==> config.mk <==
export PLATFORM = sky130hd
export DESIGN_NAME = ffha_ram
export DESIGN_NICKNAME = d
export VERILOG_FILES = /design/src/ffha_ram.sv
export SDC_FILE = /design/constraint.sdc
export NUM_CORES = 1
export LEC_CHECK = 0
export ABC_AREA = 1
export BUFFER_PORTS_ARGS = -buffer_cell sky130_fd_sc_hd__buf_2
export CORE_UTILIZATION = 60
export CTS_BUF_LIST = sky130_fd_sc_hd__clkbuf_8
export DETAILED_ROUTE_END_ITERATION = 10
export PLACE_DENSITY = 0.78
export SLEW_MARGIN = 20
export SYNTH_ARGS = -nofsm -noshare
export SYNTH_HDL_FRONTEND = slang
export SYNTH_SLANG_ARGS = --single-unit
==> constraint.sdc <==
create_clock -name clk -period 1.9 [get_ports clk]
set_input_delay 0.285 -clock clk [delete_from_list [all_inputs] [get_ports clk]]
set_output_delay 0.285 -clock clk [all_outputs]
set_load 0.05 [all_outputs]
==> src/ffha_ram.sv <==
// ----------------------------------------------------------------------------
// Generic single-port-write, single-port-read RAM
// Synchronous write and registered read.
// ----------------------------------------------------------------------------
module ffha_ram #(
	parameter int Width = 8,
	parameter int Depth = 16
) (
	input  logic                     clk,
	input  logic                     we,
	input  logic [$clog2(Depth)-1:0] waddr,
	input  logic [Width-1:0]         wdata,
	input  logic [$clog2(Depth)-1:0] raddr,
	output logic [Width-1:0]         rdata
);

	logic [Width-1:0] mem [Depth];

	always_ff @(posedge clk) begin
		if (we) begin
			mem[waddr] <= wdata;
		end
		rdata <= mem[raddr];
	end

endmodule

==> impl_metrics.ini <==
[global_routing]
antenna_found_initial = 0
grt_pass1_wl_um = 19500
grt_max_degree = 65
grtUsageTotal = 0.272
grt_pass1_vias = 3727
grt_overflow = 0

[timing]
worstMarginPinSlew_ns = 0.610
slew_headroom = 0.593
rsz0062_at_grt = false
whs_ns = 0.222
clock_skew_ns = 0.0132
fin_crit_sh = 0.707
min_period_ns = 1.34
finalSetupViolCount = 0
tns_ns = 0
finalHoldViolCount = 0
setup_slack_ns = 0.557
drv_slew = 0
max_freq_ghz = 0.745

[status]
status = completed

[cts]
h-tree-depth = 4
cts_buffer_depth = 2
cts-hold-fix-buffers = 0
cts_root_buf = clkbuf_8
cts.clk_slew.worst_paths_ns = 0.09
numCtsBuffers = 17
cts_tree = done
cts_setup_buffers = 0
cts.repair.resized = 0
insertion_delay_ns = 0.44
numClockSinks = 136

[synthesis]
yosysWarnings = 0
synthAdderAreaFrac = 0
syn_area_um2 = 5770
synth-xor-area-share = 0
ys_ff_latch = 136
synth_nets = 569
seq_area_frac_synth = 0.694
ys_types = 12
muxShareOfSynthArea = 0
synth_cells = 551
synth_top_family_by_area = simple AND/OR/NAND/NOR gates
synth_compound_area_frac = 0
syn_avg_cell_area_um2 = 10.5
synth-simple-area-share = 0.210

[critical_path]
cp_num_buf_inv = 1
cp_slowest_cell = dfxtp_1
end_kind = primary output
cp_top_family = flip-flops
worstSetupStartpointType = flip-flop
cp_max_fo = 1
critical_path_class = flip-flop to primary output
critPathRequiredTime_ns = 1.62
cp_data_arrival_time_ns = 1.06
path_cells = buf_2
max_stage_delay_ns = 0.35

[drt]
drc = 0
vias = 3883
antenna_left = 0
via_per_inst = 5.30
wire_per_inst_um = 16.9
drtIter0Drc = 341
wirelength_um = 12400
first_pass_iters = 5

[hold_path]
hp-class = primary input to flip-flop

[floorplan]
die-height_um = 100
core_area_um2 = 9280
die_area_um2 = 10000
die_x_um = 100
io_pins = 26
initial_core_util = 0.621
rows = 35

[placement]
placed_area_um2 = 6050
dp_hpwl_um = 7260
gp_congestion = 0.830
dpl.cell_count = 701
port_buffers = 25
place_ws_ns = 0.344

[job]
max_cap_viol_count = 0

[layout]
finalInstanceArea_um2 = 6480
fin_nets = 609
finalNonFillerCells = 733
drive_above_1_share = 0.129
n_antenna_cell = 0
area_growth_syn_to_layout_pct = 12.4

[power_and_ir_drop]
powerDensity_nw_per_um2 = 991
vdd_drop_max_uv = 533
p_leak_nw = 2.84
power by group:
part | leakage (nW) | internal (W) | total [W] | switching [W]
Sequential | 1.22 | 0.00335 | 0.00337 | 0.0000205
Clock | 0.214 | 0.00143 | 0.00259 | 0.00115
Combinational | 1.40 | 0.000118 | 0.000467 | 0.000349
Total | 2.84 | 0.00490 | 0.00643 | 0.00152
cell usage after synthesis:
cell | instances | area (um^2)
nand3_1 | 97 | 485
dfxtp_1 | 8 | 160
buf_6 | 6 | 67.6
buf_4 | 4 | 30.0
edfxtp_1 | 128 | 3840
nand2_1 | 173 | 649
buf_2 | 13 | 65.1
nand3b_1 | 2 | 15.0
nor2_1 | 17 | 63.8
inv_1 | 100 | 375
inv_2 | 2 | 7.51
buf_1 | 1 | 3.75
logic make-up after synthesis:
group | after synthesis
flops | 136
simple gates | 289
buf+inv | 126
metal layers:
layer / track usage / up-vias / wire length (um)
met5: 0 / - / 0
met4: 0.0847 / 0 / 178
met3: 0.0682 / 21 / 1010
met2: 0.450 / 194 / 6280
met1: 0.359 / 1818 / 4880
li1: - / 1850 / -
area by class of cell:
type | count | area [um^2]
clock buffers | 17 | 234
repair buffers | 45 | 288
multi-input cells | 289 | 1210
well taps | 129 | 161
inverters | 102 | 383
fillers | 652 | 2800
clock inverters | 15 | 200
flip-flops and latches | 136 | 4000
state kept, by name, indices dropped and copies added (netlist names):
signal / count
mem: 128
rdata: 8
final timing paths:
| check | start | end | slack [ns] | cells after the start |
|---|---|---|---|---|
| setup reg to reg | mem[1][5] | rdata[5] | 0.79 | 6 |
| setup / recovery | rdata[7] | rdata[7] | 0.56 | 1 |
| hold / removal | raddr[3] | rdata[6] | 0.22 | 3 |
| hold reg to reg | mem[14][6] | rdata[6] | 0.67 | 6 |
tightest hold or removal path: cells and delay by family:
family / cells / cell delay [ns]
buffers and inverters: 1 / 0.18
and+or+nand+nor: 2 / 0.16
through the flow:
stage                     total power [W]   util
final                             0.00643  0.698
after global routing              0.00662  0.698
after CTS                         0.00643  0.698
after detailed placement          0.00390  0.652
after global placement            0.00389  0.652
after floorplan                   0.00374      -
placed cells by master (no fill, tap or decap), drive strengths merged:
cell type / count
dfxtp: 8
edfxtp: 128
nand3: 97
clkinv: 4
clkbuf: 17
nand3b: 2
clkinvlp: 3
inv: 106
nand2: 173
nor2: 17
buf: 45
bufinv: 4
Note: power is estimated with default switching activity, not from simulation.
